## config.mk

```make
export PLATFORM = sky130hd
export DESIGN_NAME = ansi_escape_sequence_interpreter_core
export DESIGN_NICKNAME = d
export VERILOG_FILES = /design/src/aesi_pkg.sv /design/src/aesi_front.sv /design/src/aesi_cmd_queue.sv /design/src/aesi_back.sv /design/src/ansi_escape_sequence_interpreter_core.sv
export SDC_FILE = /design/constraint.sdc
export NUM_CORES = 1
export LEC_CHECK = 0
export BUFFER_PORTS_ARGS = -buffer_cell sky130_fd_sc_hd__buf_2
export CORE_MARGIN = 1
export CORE_UTILIZATION = 64
export CTS_BUF_LIST = sky130_fd_sc_hd__clkbuf_8
export DETAILED_ROUTE_END_ITERATION = 12
export PLACE_DENSITY = 0.82
export SKIP_CTS_REPAIR_TIMING = 1
export SYNTH_ARGS = -nofsm -noshare
export SYNTH_HDL_FRONTEND = slang
export SYNTH_HIERARCHICAL = 1
export SYNTH_SLANG_ARGS = --single-unit
```

## constraint.sdc

```tcl
create_clock -name clk_i -period 17 [get_ports clk_i]
set_clock_uncertainty 0.15 [all_clocks]
set_input_delay 2.55 -clock clk_i [delete_from_list [all_inputs] [get_ports clk_i]]
set_output_delay 2.55 -clock clk_i [all_outputs]
set_load 0.02 [all_outputs]
```

## src/aesi_pkg.sv

```systemverilog
// Shared types and constants for the escape-sequence interpreter.
`default_nettype none
package aesi_pkg;
  localparam int unsigned MaxParams = 16;
  localparam int unsigned ParamBits = 16;
  localparam int unsigned CntW = $clog2(MaxParams + 2);
  localparam int unsigned CfgW = 9;

  localparam logic [7:0] ChEsc = 8'd27;
  localparam logic [7:0] ChLbr = 8'h5b;
  localparam logic [7:0] ChQm = 8'h3f;
  localparam logic [7:0] ChSemi = 8'h3b;
  localparam logic [7:0] ChZero = 8'h30;
  localparam logic [7:0] ChNine = 8'h39;
  localparam logic [7:0] FinalLo = 8'd64;
  localparam logic [7:0] FinalHi = 8'd126;

  localparam logic CfgWidth = 1'b0;
  localparam logic CfgHeight = 1'b1;

  typedef enum logic [2:0] {
    ActUpdate = 3'd0, ActEraseEos = 3'd1, ActEraseAll = 3'd2, ActEraseEol = 3'd3,
    ActScrollDn = 3'd4, ActDaReply = 3'd5, ActInvalid = 3'd6, ActUnhandled = 3'd7
  } action_e;

  typedef enum logic [1:0] {
    KindBad = 2'd0, KindShort = 2'd1, KindCsi = 2'd2
  } kind_e;

  typedef struct packed {
    logic [7:0] seq_byte;
    logic       seq_first;
    logic       seq_last;
  } in_word_t;

  typedef struct packed {
    logic [2:0] action;
    logic [7:0] cursor_col;
    logic [7:0] cursor_row;
    logic       attr_bold;
    logic       attr_underline;
    logic       attr_blink;
    logic       attr_reverse;
    logic       cursor_keys_app;
    logic       keypad_app;
    logic [7:0] region_top;
    logic [7:0] region_bottom;
  } out_word_t;

  typedef struct packed {
    kind_e                kind;
    logic [7:0]           fb;
    logic [CntW-1:0]      n;
    logic [ParamBits-1:0] p0;
    logic [ParamBits-1:0] p1;
    logic                 mclr;
    logic [3:0]           mset;
    logic                 mbad;
  } cmd_t;
endpackage
`default_nettype wire

```

## src/aesi_front.sv

```systemverilog
// Byte parser: gathers parameters and issues one command per sequence.
`default_nettype none
module aesi_front (
  input  wire logic              clk_i,
  input  wire logic              rst_ni,
  input  wire logic              push_i,
  input  wire aesi_pkg::in_word_t in_word_i,
  output logic                   full_o,
  output logic                   cmd_valid_o,
  output aesi_pkg::cmd_t         cmd_o,
  input  wire logic              cmd_full_i
);
  import aesi_pkg::*;

  logic [1:0] idx_q, idx_d;
  logic csi_q, csi_d, bad_q, bad_d, innum_q, innum_d, halt_q, halt_d;
  logic [ParamBits-1:0] acc_q, acc_d, p0_q, p0_d, p1_q, p1_d;
  logic [CntW-1:0] cnt_q, cnt_d;
  logic mclr_q, mclr_d, mbad_q, mbad_d;
  logic [3:0] mset_q, mset_d;
  logic acc_en, start, is_final, pushing, short_seq;
  logic [7:0] b;
  logic [ParamBits+3:0] prod;
  localparam logic [ParamBits+3:0] SatMax = (ParamBits+4)'((64'd1 << ParamBits) - 1);

  assign full_o = cmd_full_i;
  assign acc_en = push_i && !cmd_full_i;
  assign b = in_word_i.seq_byte;
  assign start = in_word_i.seq_first || (idx_q == 2'd0);
  assign is_final = (b >= FinalLo) && (b <= FinalHi) && (b != ChLbr);
  assign prod = {4'b0, acc_q} * (ParamBits+4)'(10) + (ParamBits+4)'(b - ChZero);

  always_comb begin
    idx_d = idx_q; csi_d = csi_q; bad_d = bad_q; innum_d = innum_q; halt_d = halt_q;
    acc_d = acc_q; p0_d = p0_q; p1_d = p1_q; cnt_d = cnt_q;
    mclr_d = mclr_q; mset_d = mset_q; mbad_d = mbad_q;
    pushing = 1'b0;
    short_seq = 1'b0;
    if (start) begin
      cnt_d = '0; acc_d = '0; innum_d = 1'b0; halt_d = 1'b0; csi_d = 1'b0;
      bad_d = (b != ChEsc); idx_d = 2'd1; p0_d = '0; p1_d = '0;
      mclr_d = 1'b0; mset_d = '0; mbad_d = 1'b0;
    end else if (idx_q == 2'd1) begin
      idx_d = 2'd2;
      if (b == ChLbr) begin
        csi_d = 1'b1;
        if (in_word_i.seq_last) bad_d = 1'b1;
      end else if (!in_word_i.seq_last) begin
        bad_d = 1'b1;
      end else begin
        short_seq = 1'b1;
      end
    end else begin
      if (!csi_q) begin
        bad_d = 1'b1;
      end else if (is_final) begin
        pushing = innum_q;
        if (!in_word_i.seq_last) bad_d = 1'b1;
      end else if (b == ChSemi || b == ChLbr) begin
        pushing = innum_q;
        if (in_word_i.seq_last) bad_d = 1'b1;
      end else if (!innum_q && (b == ChEsc || b == ChQm)) begin
        if (in_word_i.seq_last) bad_d = 1'b1;
      end else begin
        if (!innum_q) begin
          innum_d = 1'b1;
        end
        if (innum_q && !halt_q && b >= ChZero && b <= ChNine) begin
          acc_d = (prod > SatMax) ? SatMax[ParamBits-1:0] : prod[ParamBits-1:0];
        end else if (!innum_q && b >= ChZero && b <= ChNine) begin
          acc_d = ParamBits'(b - ChZero);
          halt_d = 1'b0;
        end else begin
          if (!innum_q) acc_d = '0;
          halt_d = 1'b1;
        end
        if (in_word_i.seq_last) bad_d = 1'b1;
      end
    end
    if (pushing) begin
      if (cnt_q < CntW'(MaxParams)) begin
        if (cnt_q == CntW'(0)) p0_d = acc_q;
        if (cnt_q == CntW'(1)) p1_d = acc_q;
        if (!mbad_q) begin
          case (acc_q)
            ParamBits'(0): begin mclr_d = 1'b1; mset_d = '0; end
            ParamBits'(1): mset_d = mset_q | 4'b0001;
            ParamBits'(4): mset_d = mset_q | 4'b0010;
            ParamBits'(5): mset_d = mset_q | 4'b0100;
            ParamBits'(7): mset_d = mset_q | 4'b1000;
            default: mbad_d = 1'b1;
          endcase
        end
      end
      if (cnt_q < CntW'(MaxParams + 1)) cnt_d = cnt_q + CntW'(1);
      innum_d = 1'b0; acc_d = '0; halt_d = 1'b0;
    end
    if (in_word_i.seq_last) idx_d = 2'd0;
  end

  always_comb begin
    cmd_valid_o = acc_en && in_word_i.seq_last;
    cmd_o.fb = b;
    cmd_o.n = cnt_d;
    cmd_o.p0 = p0_d;
    cmd_o.p1 = p1_d;
    cmd_o.mclr = mclr_d;
    cmd_o.mset = mset_d;
    cmd_o.mbad = mbad_d;
    if (start || bad_d) cmd_o.kind = KindBad;
    else if (short_seq) cmd_o.kind = KindShort;
    else cmd_o.kind = KindCsi;
  end

  always_ff @(posedge clk_i or negedge rst_ni) begin
    if (!rst_ni) begin
      idx_q <= '0; csi_q <= 1'b0; bad_q <= 1'b0; innum_q <= 1'b0; halt_q <= 1'b0;
      acc_q <= '0; cnt_q <= '0; mclr_q <= 1'b0; mset_q <= '0; mbad_q <= 1'b0;
    end else if (acc_en) begin
      idx_q <= idx_d; csi_q <= csi_d; bad_q <= bad_d; innum_q <= innum_d;
      halt_q <= halt_d; acc_q <= acc_d; cnt_q <= cnt_d;
      mclr_q <= mclr_d; mset_q <= mset_d; mbad_q <= mbad_d;
    end
  end

  always_ff @(posedge clk_i) begin
    if (acc_en) begin
      p0_q <= p0_d; p1_q <= p1_d;
    end
  end
endmodule
`default_nettype wire

```

## src/aesi_cmd_queue.sv

```systemverilog
// Two-entry command queue between parser and executor.
`default_nettype none
module aesi_cmd_queue (
  input  wire logic      clk_i,
  input  wire logic      rst_ni,
  input  wire logic      wr_i,
  input  wire aesi_pkg::cmd_t wdata_i,
  output logic           full_o,
  output logic           valid_o,
  input  wire logic      rd_i,
  output aesi_pkg::cmd_t rdata_o
);
  import aesi_pkg::*;

  cmd_t mem_q [2];
  logic wp_q, rp_q;
  logic [1:0] cnt_q;
  logic do_wr, do_rd;

  assign full_o = (cnt_q == 2'd2);
  assign valid_o = (cnt_q != 2'd0);
  assign do_wr = wr_i && !full_o;
  assign do_rd = rd_i && valid_o;
  assign rdata_o = mem_q[rp_q];

  always_ff @(posedge clk_i) begin
    if (do_wr) mem_q[wp_q] <= wdata_i;
  end

  always_ff @(posedge clk_i or negedge rst_ni) begin
    if (!rst_ni) begin
      wp_q <= 1'b0; rp_q <= 1'b0; cnt_q <= '0;
    end else begin
      if (do_wr) wp_q <= ~wp_q;
      if (do_rd) rp_q <= ~rp_q;
      cnt_q <= cnt_q + {1'b0, do_wr} - {1'b0, do_rd};
    end
  end
endmodule
`default_nettype wire

```

## src/aesi_back.sv

```systemverilog
// Executor: applies commands to terminal state and holds the result word.
`default_nettype none
module aesi_back (
  input  wire logic              clk_i,
  input  wire logic              rst_ni,
  input  wire logic              cfg_we_i,
  input  wire logic              cfg_idx_i,
  input  wire logic [8:0]        cfg_data_i,
  input  wire logic              cmd_valid_i,
  input  wire aesi_pkg::cmd_t    cmd_i,
  output logic                   cmd_rd_o,
  output logic                   empty_o,
  input  wire logic              pop_i,
  output aesi_pkg::out_word_t    out_word_o
);
  import aesi_pkg::*;

  logic [CfgW-1:0] w_q, h_q, we, he, wm1, hm1;
  logic [7:0] col_q, col_d, row_q, row_d, top_q, top_d, bot_q, bot_d;
  logic [3:0] attr_q, attr_d;
  logic [1:0] mode_q, mode_d;
  logic ov_q;
  out_word_t out_q;
  action_e act;
  logic [ParamBits-1:0] mv, p1m1, p0m1;
  logic [ParamBits:0] sum;

  function automatic logic [CfgW-1:0] eff(input logic [CfgW-1:0] d);
    if (d == '0) return CfgW'(1);
    if (d > CfgW'(256)) return CfgW'(256);
    return d;
  endfunction

  assign we = eff(w_q);
  assign he = eff(h_q);
  assign wm1 = we - CfgW'(1);
  assign hm1 = he - CfgW'(1);
  assign cmd_rd_o = cmd_valid_i && (!ov_q || pop_i);
  assign empty_o = !ov_q;
  assign out_word_o = out_q;
  assign mv = (cmd_i.n == '0 || cmd_i.p0 == '0) ? ParamBits'(1) : cmd_i.p0;
  assign p0m1 = cmd_i.p0 - ParamBits'(1);
  assign p1m1 = cmd_i.p1 - ParamBits'(1);

  always_comb begin
    col_d = col_q; row_d = row_q; top_d = top_q; bot_d = bot_q;
    attr_d = attr_q; mode_d = mode_q; act = ActInvalid;
    sum = '0;
    unique case (cmd_i.kind)
      KindShort: begin
        case (cmd_i.fb)
          8'h3d: begin mode_d[1] = 1'b1; act = ActUpdate; end
          8'h3e: begin mode_d[1] = 1'b0; act = ActUpdate; end
          8'h4d: begin
            if (row_q > top_q) begin row_d = row_q - 8'd1; act = ActUpdate; end
            else act = ActScrollDn;
          end
          default: act = ActInvalid;
        endcase
      end
      KindCsi: begin
        act = ActUpdate;
        case (cmd_i.fb)
          8'h41: row_d = ({{(ParamBits-8){1'b0}}, row_q} < mv) ? 8'd0 : row_q - mv[7:0];
          8'h42: begin
            sum = {{(ParamBits-7){1'b0}}, row_q} + {1'b0, mv};
            row_d = (sum > (ParamBits+1)'(hm1)) ? hm1[7:0] : sum[7:0];
          end
          8'h43: begin
            sum = {{(ParamBits-7){1'b0}}, col_q} + {1'b0, mv};
            col_d = (sum > (ParamBits+1)'(wm1)) ? wm1[7:0] : sum[7:0];
          end
          8'h44: col_d = ({{(ParamBits-8){1'b0}}, col_q} < mv) ? 8'd0 : col_q - mv[7:0];
          8'h48: begin
            if (cmd_i.n == '0) begin col_d = '0; row_d = '0; end
            else if (cmd_i.n != CntW'(2)) act = ActInvalid;
            else begin
              col_d = (cmd_i.p1 == '0) ? 8'd0 :
                      (p1m1 > ParamBits'(wm1)) ? wm1[7:0] : p1m1[7:0];
              row_d = (cmd_i.p0 == '0) ? 8'd0 :
                      (p0m1 > ParamBits'(hm1)) ? hm1[7:0] : p0m1[7:0];
            end
          end
          8'h4a: act = (cmd_i.p0 == '0) ? ActEraseEos :
                       (cmd_i.p0 == ParamBits'(2)) ? ActEraseAll : ActInvalid;
          8'h4b: act = ActEraseEol;
          8'h63: act = (cmd_i.p0 == '0) ? ActDaReply : ActInvalid;
          8'h68, 8'h6c: begin
            if (cmd_i.n != CntW'(1) || cmd_i.p0 != ParamBits'(1)) act = ActInvalid;
            else mode_d[0] = (cmd_i.fb == 8'h68);
          end
          8'h6d: begin
            if (cmd_i.n == '0) attr_d = '0;
            else attr_d = (cmd_i.mclr ? 4'b0 : attr_q) | cmd_i.mset;
            if (cmd_i.mbad) act = ActInvalid;
          end
          8'h72: begin
            if (cmd_i.n != CntW'(2)) begin top_d = 8'd1; bot_d = 8'd25; end
            else begin
              top_d = (cmd_i.p0 > ParamBits'(255)) ? 8'd255 : cmd_i.p0[7:0];
              bot_d = (cmd_i.p1 > ParamBits'(255)) ? 8'd255 : cmd_i.p1[7:0];
            end
          end
          default: act = ActUnhandled;
        endcase
      end
      default: act = ActInvalid;
    endcase
  end

  always_ff @(posedge clk_i or negedge rst_ni) begin
    if (!rst_ni) begin
      w_q <= CfgW'(80); h_q <= CfgW'(25);
      col_q <= '0; row_q <= '0; attr_q <= '0; mode_q <= '0;
      top_q <= 8'd1; bot_q <= 8'd25; ov_q <= 1'b0;
    end else begin
      if (cfg_we_i) begin
        if (cfg_idx_i == CfgWidth) w_q <= cfg_data_i;
        if (cfg_idx_i == CfgHeight) h_q <= cfg_data_i;
      end
      if (cmd_rd_o) begin
        col_q <= col_d; row_q <= row_d; attr_q <= attr_d; mode_q <= mode_d;
        top_q <= top_d; bot_q <= bot_d; ov_q <= 1'b1;
      end else if (pop_i) begin
        ov_q <= 1'b0;
      end
    end
  end

  always_ff @(posedge clk_i) begin
    if (cmd_rd_o) begin
      out_q <= '{action: act, cursor_col: col_d, cursor_row: row_d,
                 attr_bold: attr_d[0], attr_underline: attr_d[1], attr_blink: attr_d[2],
                 attr_reverse: attr_d[3], cursor_keys_app: mode_d[0],
                 keypad_app: mode_d[1], region_top: top_d, region_bottom: bot_d};
    end
  end
endmodule
`default_nettype wire

```

## src/ansi_escape_sequence_interpreter_core.sv

```systemverilog
// Top level of the escape-sequence interpreter.
// Takes one sequence byte per cycle when full is low and delivers one result word per
// sequence: the parser writes each command into the command queue, and the executor applies
// it into its output register when free. The two-entry command queue and the executor's
// output register let bytes keep flowing while a result waits; full rises only once both
// queue entries and the result are held. Configuration resets to 80 columns by 25 rows.
`default_nettype none
module ansi_escape_sequence_interpreter_core (
  input  wire logic            clk_i,
  input  wire logic            rst_ni,
  input  wire logic            push,
  input  wire aesi_pkg::in_word_t in_word_i,
  output logic                 full,
  output logic                 empty,
  input  wire logic            pop,
  output aesi_pkg::out_word_t  out_word_o,
  input  wire logic            cfg_we_i,
  input  wire logic            cfg_idx_i,
  input  wire logic [8:0]      cfg_data_i
);
  import aesi_pkg::*;

  cmd_t f_cmd, q_cmd;
  logic f_valid, q_full, q_valid, q_rd;

  aesi_front u_front (
    .clk_i, .rst_ni, .push_i(push), .in_word_i, .full_o(full),
    .cmd_valid_o(f_valid), .cmd_o(f_cmd), .cmd_full_i(q_full)
  );

  aesi_cmd_queue u_queue (
    .clk_i, .rst_ni, .wr_i(f_valid), .wdata_i(f_cmd), .full_o(q_full),
    .valid_o(q_valid), .rd_i(q_rd), .rdata_o(q_cmd)
  );

  aesi_back u_back (
    .clk_i, .rst_ni, .cfg_we_i, .cfg_idx_i, .cfg_data_i,
    .cmd_valid_i(q_valid), .cmd_i(q_cmd), .cmd_rd_o(q_rd),
    .empty_o(empty), .pop_i(pop), .out_word_o
  );
endmodule
`default_nettype wire
```

==> results of run 1 <==
logic make-up after synthesis:
logic type | after synthesis
XOR/XNOR | 80
adder cells (fa/ha/maj) | 146
multiplexers | 93
flip-flops | 273
AO/OA/AOI/OAI | 488
buffers and inverters | 185
AND/OR/NAND/NOR | 671
final cells by class:
| type | count | share of cell area [%] |
|---|---|---|
| clock buffer | 49 | 3.331 |
| clock inverter | 36 | 1.131 |
| inverter | 92 | 1.706 |
| multi-input combinational | 1478 | 50.93 |
| sequential | 273 | 38.23 |
| tap | 384 | 2.373 |
| timing repair buffer | 84 | 2.299 |
layer usage:
| layer | share of wire, % | track usage [%] | up-vias |
|---|---|---|---|
| met5 | 0 | 0 | - |
| met4 | 4.9 | 18.20 | 0 |
| met3 | 7.2 | 4.912 | 143 |
| met2 | 48 | 56.53 | 769 |
| met1 | 40 | 43.87 | 7429 |
| li1 | - | - | 7198 |
worst max path at each step:
stage,from,to,slack [ns],depth (start not counted)
floorplan,push,u_queue/mem_q[0][0],9.57,8
detailed placement,u_queue/rp_q,u_back/out_word_o[24],9.25,20
global placement,u_queue/rp_q,u_back/out_word_o[24],9.50,20
finish,u_queue/rp_q,u_back/out_word_o[24],9.16,20
global route,u_queue/rp_q,u_back/out_word_o[29],8.70,20
CTS,u_queue/rp_q,u_back/out_word_o[24],9.20,20
tightest hold or removal path, cell delays in order (launching register included):
cell	delay [ns]
dfrtp_1	0.34
nand2_1	0.05
nand2_1	0.06
power breakdown:
group          switching (mW)  internal [mW]
registers              0.0897          0.891
logic                   0.888          0.502
clock network           0.263          0.313
total                    1.24           1.71
flip-flops by register name, summed over array words and instances, names as in the netlist, 5 cells and up:
name / count
u_queue/mem_q: 106
u_back/h_q: 9
u_back/w_q: 9
u_back/col_q: 8
u_front/p0_q: 16
u_back/bot_q: 8
u_back/out_word_o: 41
u_back/top_q: 8
u_front/p1_q: 16
u_back/row_q: 8
u_front/acc_q: 16
u_front/cnt_q: 5
layout by cell type (no fill, tap or decap), types with 8 or more instances in the layout:
cell type    n
nor4_1      18
nand2_1    240
nor3_1      38
buf_4       18
and3_1      12
mux2i_1     15
nor2_1     153
edfxtp_1   179
a22oi_1      9
nand3_1     38
ha_1       140
o221ai_1    18
o31ai_1     18
o21a_1      12
buf_2       66
inv_1      116
dfstp_2      9
xnor2_1     44
nand4_1     20
clkbuf_8    49
o211ai_1    29
or4_1       11
a31oi_1     26
or3_1       12
or2_2       17
a2bb2oi_1    8
xor2_1      36
o21ai_0    128
a21oi_1    106
nand2b_1    32
mux2_4      50
nor2b_1     26
mux2_2      28
a211oi_1    18
dfrtp_1     84
a21o_1      26
==> impl_metrics.csv, run 1 <==
group,metric,value,unit
logic_synthesis,synth_top_family_by_area,"simple AND/OR/NAND/NOR gates",
clock_network,cts_tree,"built",
setup_path,crit_type,"reg -> reg",
timing,tns,0,ns
layout,stdcell_area,20250,um^2
power_and_ir_drop,p_leak,8.450,nW
logic_synthesis,netlist_area,18870,um^2
placed_design,dp_hpwl,38.93,mm
logic_synthesis,yosys.area_share.xor_xnor,3.714,%
timing,setup_viol,0,
power_and_ir_drop,powerDensity,145.5,nW/um^2
logic_synthesis,synth_fp_nets,2107,
power_and_ir_drop,peakVddDrop,0.1123,mV
job,max_cap_viol_count,0,
clock_network,cts_sinks,273,
layout,seqCellArea,7740,um^2
logic_synthesis,postSynth.asyncResetShare,34.43,%
min_path,holdCritStartpoint,"u_back/attr_q[2]",
timing,tightestPinTransition,1.219,ns
floorplanning,die_w,173.7,um
logic_synthesis,syn_area_per_cell,9.745,um^2
placed_design,portBuffers,67,
floorplanning,fp.dieH,173.7,um
route,wl_per_cell,21.54,um
min_path,hp-class,"reg -> reg",
setup_path,arrival,7.96,ns
clock_network,cts_root_buf,"clkbuf_8",
clock_network,clk-insertion-delay-late,0.58,ns
layout,area_growth_syn_to_layout,7.322,%
setup_path,cpMostUsedCell,"a31oi_1",
logic_synthesis,netlist.top_cell.by_area,"edfxtp_1",
setup_path,rr_endpoint,"u_back/out_word_o[24]",
setup_path,rrSetupSlack,9.16,ns
logic_synthesis,seq_area_frac_synth,41.02,%
setup_path,path_cells,"buf_4 > mux2_4 > or4_1 > nor2_1 > a31oi_1 > nand2_1 > ha_1 > inv_1 > fa_1 > or2_2 > a211oi_1 > o21ai_0 > xor2_1 > ha_1 > nand3_1 > or4bb_1 > a31oi_1 > o21ai_0 > a31oi_1 > o221ai_1",
logic_synthesis,yosysUniqueCellTypes,92,
layout,final_util,70.16,%
clock_network,cts_max_level,2,
status,status,"completed",
clock_network,cts_buffers,46,
grt,grt_pass1_wl,81.25,mm
placed_design,place.gp.congestion,1.020,
layout,final_nets,2146,
layout,final_cells,2396,
route,routed_wl,51.61,mm
placed_design,dp.cells,2311,
timing,maxSlewHeadroom,18.29,%
grt,grt_max_degree,54,
clock_network,clk_pin_slew_worst_paths,0.06,ns
grt,grt_usage,34.26,%
setup_path,critical_path_buf_inv_count,2,
grt,grt_pass1_vias,14980,
logic_synthesis,synthMuxAreaShare,6.446,%
min_path,min_to,"u_back/attr_q[2]",
route,drc_errors,0,
setup_path,cp-start-kind,"flip-flop",
route,drtPass1Iterations,5,
logic_synthesis,synth-compound-area-share,17.00,%
logic_synthesis,synthCells,1936,
logic_synthesis,yosys.area.top_type_share,28.49,%
grt,antenna_found_initial,0,
setup_path,path_max_fanout,36,
placed_design,placed_area,19340,um^2
logic_synthesis,synth_warnings,6,
layout,nFillCells,2201,
timing,hold_violations,0,
logic_synthesis,synth_adder_area_share,9.922,%
setup_path,r2r_start,"u_queue/rp_q",
route,drt_first_iter_violations,1538,
timing,hold_slack,0.3283,ns
layout,drive_gt1_share,13.87,%
placed_design,dp_worst_setup_slack,9.248,ns
setup_path,cp.required,17.13,ns
setup_path,max_stage_delay,0.72,ns
setup_path,cp-end-kind,"flip-flop",
timing,drv_slew,0,
floorplanning,die-area,30170,um^2
clock_network,clk_path_buf_depth,3,
floorplanning,row_count,62,
layout,n_antenna_cell,0,
layout,multi_input_comb_area,10310,um^2
setup_path,crit_family,"simple AND/OR/NAND/NOR gates",
floorplanning,core_area,28860,um^2
logic_synthesis,synth-edff-count,179,
logic_synthesis,synth-simple-area-share,17.39,%
timing,fin_ws,9.164,ns
power_and_ir_drop,total_power,2.947,mW
logic_synthesis,synth.most_common_cell,"nand2_1",
setup_path,r2r_cells,20,
timing,fmax,0.1276,GHz
logic_synthesis,yosys-top-cells-area,"edfxtp_1 (28%), dfrtp_1 (11%), ha_1 (9.3%), nand2_1 (4.8%), mux2_4 (4.0%)",
timing,min_period,7.836,ns
floorplanning,ios,68,
min_path,min_path_cells,2,
floorplanning,start_util,65.37,%
logic_synthesis,yosys_register_bits,273,
timing,post-route-period-util,46.09,%
grt,grt-ovfl-total,0,
logic_synthesis,synth-main-ff-cell,"edfxtp_1",
route,detail_route.vias_per_cell,6.485,
route,detail-route-antenna-nets,0,
logic_synthesis,synth_common_cells,"nand2_1 (240), edfxtp_1 (179), nor2_1 (155)",
route,vias,15540,
timing,rsz0062_at_grt,"no",
setup_path,crit_slowest_cell,"dfrtp_2",
Note: power is estimated with default switching activity, not from simulation.
==> run 2: changes to the inputs <==
CORE_UTILIZATION = 59   (was 64)
PLACE_DENSITY = 0.79   (was 0.82)
clock period = 6.6 ns   (was 17 ns; I/O delays follow)
==> impl_metrics.csv, run 2 (same netlist as run 1, synthesis figures left out) <==
group,metric,value,unit
setup_path,crit_family,"simple AND/OR/NAND/NOR gates",
clock_network,cts_root_buf,"clkbuf_8",
route,drtPass1Iterations,6,
timing,maxSlewHeadroom,19.45,%
layout,area_growth_syn_to_layout,8.177,%
layout,final_nets,2162,
timing,hold_slack,0.2158,ns
timing,setup_viol,0,
power_and_ir_drop,peakVddDrop,0.2602,mV
clock_network,cts_tree,"built",
route,detail_route.vias_per_cell,6.260,
layout,largest-register,"u_queue/mem_q",
route,drc_errors,0,
clock_network,clk_pin_slew_worst_paths,0.06,ns
timing,tightestPinTransition,1.189,ns
clock_network,clk_path_buf_depth,3,
clock_network,cts_max_level,2,
power_and_ir_drop,powerDensity,375.5,nW/um^2
power_and_ir_drop,p_leak,8.518,nW
floorplanning,row_count,65,
timing,hold_violations,0,
layout,n_antenna_cell,0,
setup_path,path_max_fanout,15,
timing,rsz0062_at_grt,"no",
setup_path,cp-end-kind,"flip-flop",
status,status,"completed",
floorplanning,fp.dieH,180.8,um
timing,min_period,6.249,ns
clock_network,cts_sinks,273,
job,max_cap_viol_count,0,
setup_path,critical_path_buf_inv_count,2,
route,vias,15210,
route,routed_wl,51.24,mm
layout,largest_register_ffs,106,
setup_path,cp.required,6.87,ns
layout,mostFrequentLayoutCell,"nand2_1",
layout,drive_gt1_share,14.84,%
clock_network,cts_buffers,45,
grt,grt-ovfl-total,0,
timing,post-route-period-util,94.68,%
grt,antenna_found_initial,0,
floorplanning,die-area,32690,um^2
grt,grt_usage,31.40,%
clock_network,clk-insertion-delay-late,0.60,ns
setup_path,crit_type,"reg -> reg",
route,drt_first_iter_violations,1362,
grt,grt_pass1_wl,80.32,mm
placed_design,dp_hpwl,38.78,mm
min_path,hp-class,"in -> async",
route,wl_per_cell,21.08,um
timing,fmax,0.1600,GHz
layout,layout_common_cells,"nand2_1 (240), edfxtp_1 (179), nor2_1 (153)",
placed_design,place.gp.congestion,1.071,
setup_path,crit_slowest_cell,"dfrtp_2",
setup_path,arrival,6.52,ns
placed_design,portBuffers,67,
floorplanning,ios,68,
grt,grt_pass1_vias,14610,
floorplanning,core_area,31470,um^2
timing,drv_slew,0,
timing,tns,0,ns
route,detail-route-antenna-nets,0,
setup_path,cp-start-kind,"flip-flop",
grt,grt_max_degree,63,
floorplanning,start_util,59.94,%
floorplanning,die_w,180.8,um
setup_path,max_stage_delay,0.66,ns
## run 2: cell count changes in the layout (fill, tap and decap cells not counted)
cell,change
a31oi_1,-1
a31oi_2,+1
buf_4,+17
bufinv_16,-1
clkbuf_8,+3
clkinv_2,+1
clkinvlp_4,+1
inv_1,-5
## run 2: layout make-up
| type | instances | area [um^2] |
|---|---|---|
| Clock buffer | 52 | 715.7 |
| Clock inverter | 32 | 192.7 |
| Fill cell | 2577 | 11070 |
| Inverter | 92 | 345.3 |
| Multi-Input combinational cell | 1478 | 10320 |
| Sequential cell | 273 | 7740 |
| Tap cell | 402 | 503.0 |
| Timing Repair Buffer | 101 | 593.1 |
## run 2: metal layers
layer	wire length, um	up-vias	part of all wire, %	track usage (%)
met5	0	-	0	0
met2	24500	579	48	52.79
li1	-	7241	-	-
met4	2280	0	4.4	14.26
met3	3299	120	6.4	4.213
met1	21150	7271	41	40.41
## run 2: power breakdown
part           internal (mW)  switching, mW
Clock                  0.801          0.692
Sequential              2.29          0.228
Combinational           1.35           2.30
## run 2: worst paths after layout
| check | end | startpoint | slack [ns] | cells after the start |
|---|---|---|---|---|
| setup / recovery | u_back/out_word_o[35] | u_queue/rp_q | 0.35 | 25 |
| hold / removal | u_back/h_q[5] | rst_ni | 0.22 | 1 |
| setup reg to reg | u_back/out_word_o[35] | u_queue/rp_q | 0.35 | 25 |
| hold reg to reg | u_back/attr_q[3] | u_back/attr_q[3] | 0.33 | 2 |
| max in group asynchronous | u_queue/rp_q | rst_ni | 4.84 | 2 |
| min in group clk_i | u_back/attr_q[3] | u_back/attr_q[3] | 0.33 | 2 |
## run 2: stage by stage
step / util (%) / setup slack, ns / std cells / area, um^2 / power [mW]
floorplan: - / 0.5476 / 1936 / 18870 / 5.124
global placement: 61.92 / 0.4182 / 2346 / 19490 / 6.063
detailed placement: 61.92 / 0.3371 / 2346 / 19490 / 6.117
CTS: 64.80 / 0.3154 / 2430 / 20400 / 7.625
global route: 64.84 / 0.05477 / 2430 / 20410 / 8.109
finish: 64.84 / 0.3513 / 2430 / 20410 / 7.663
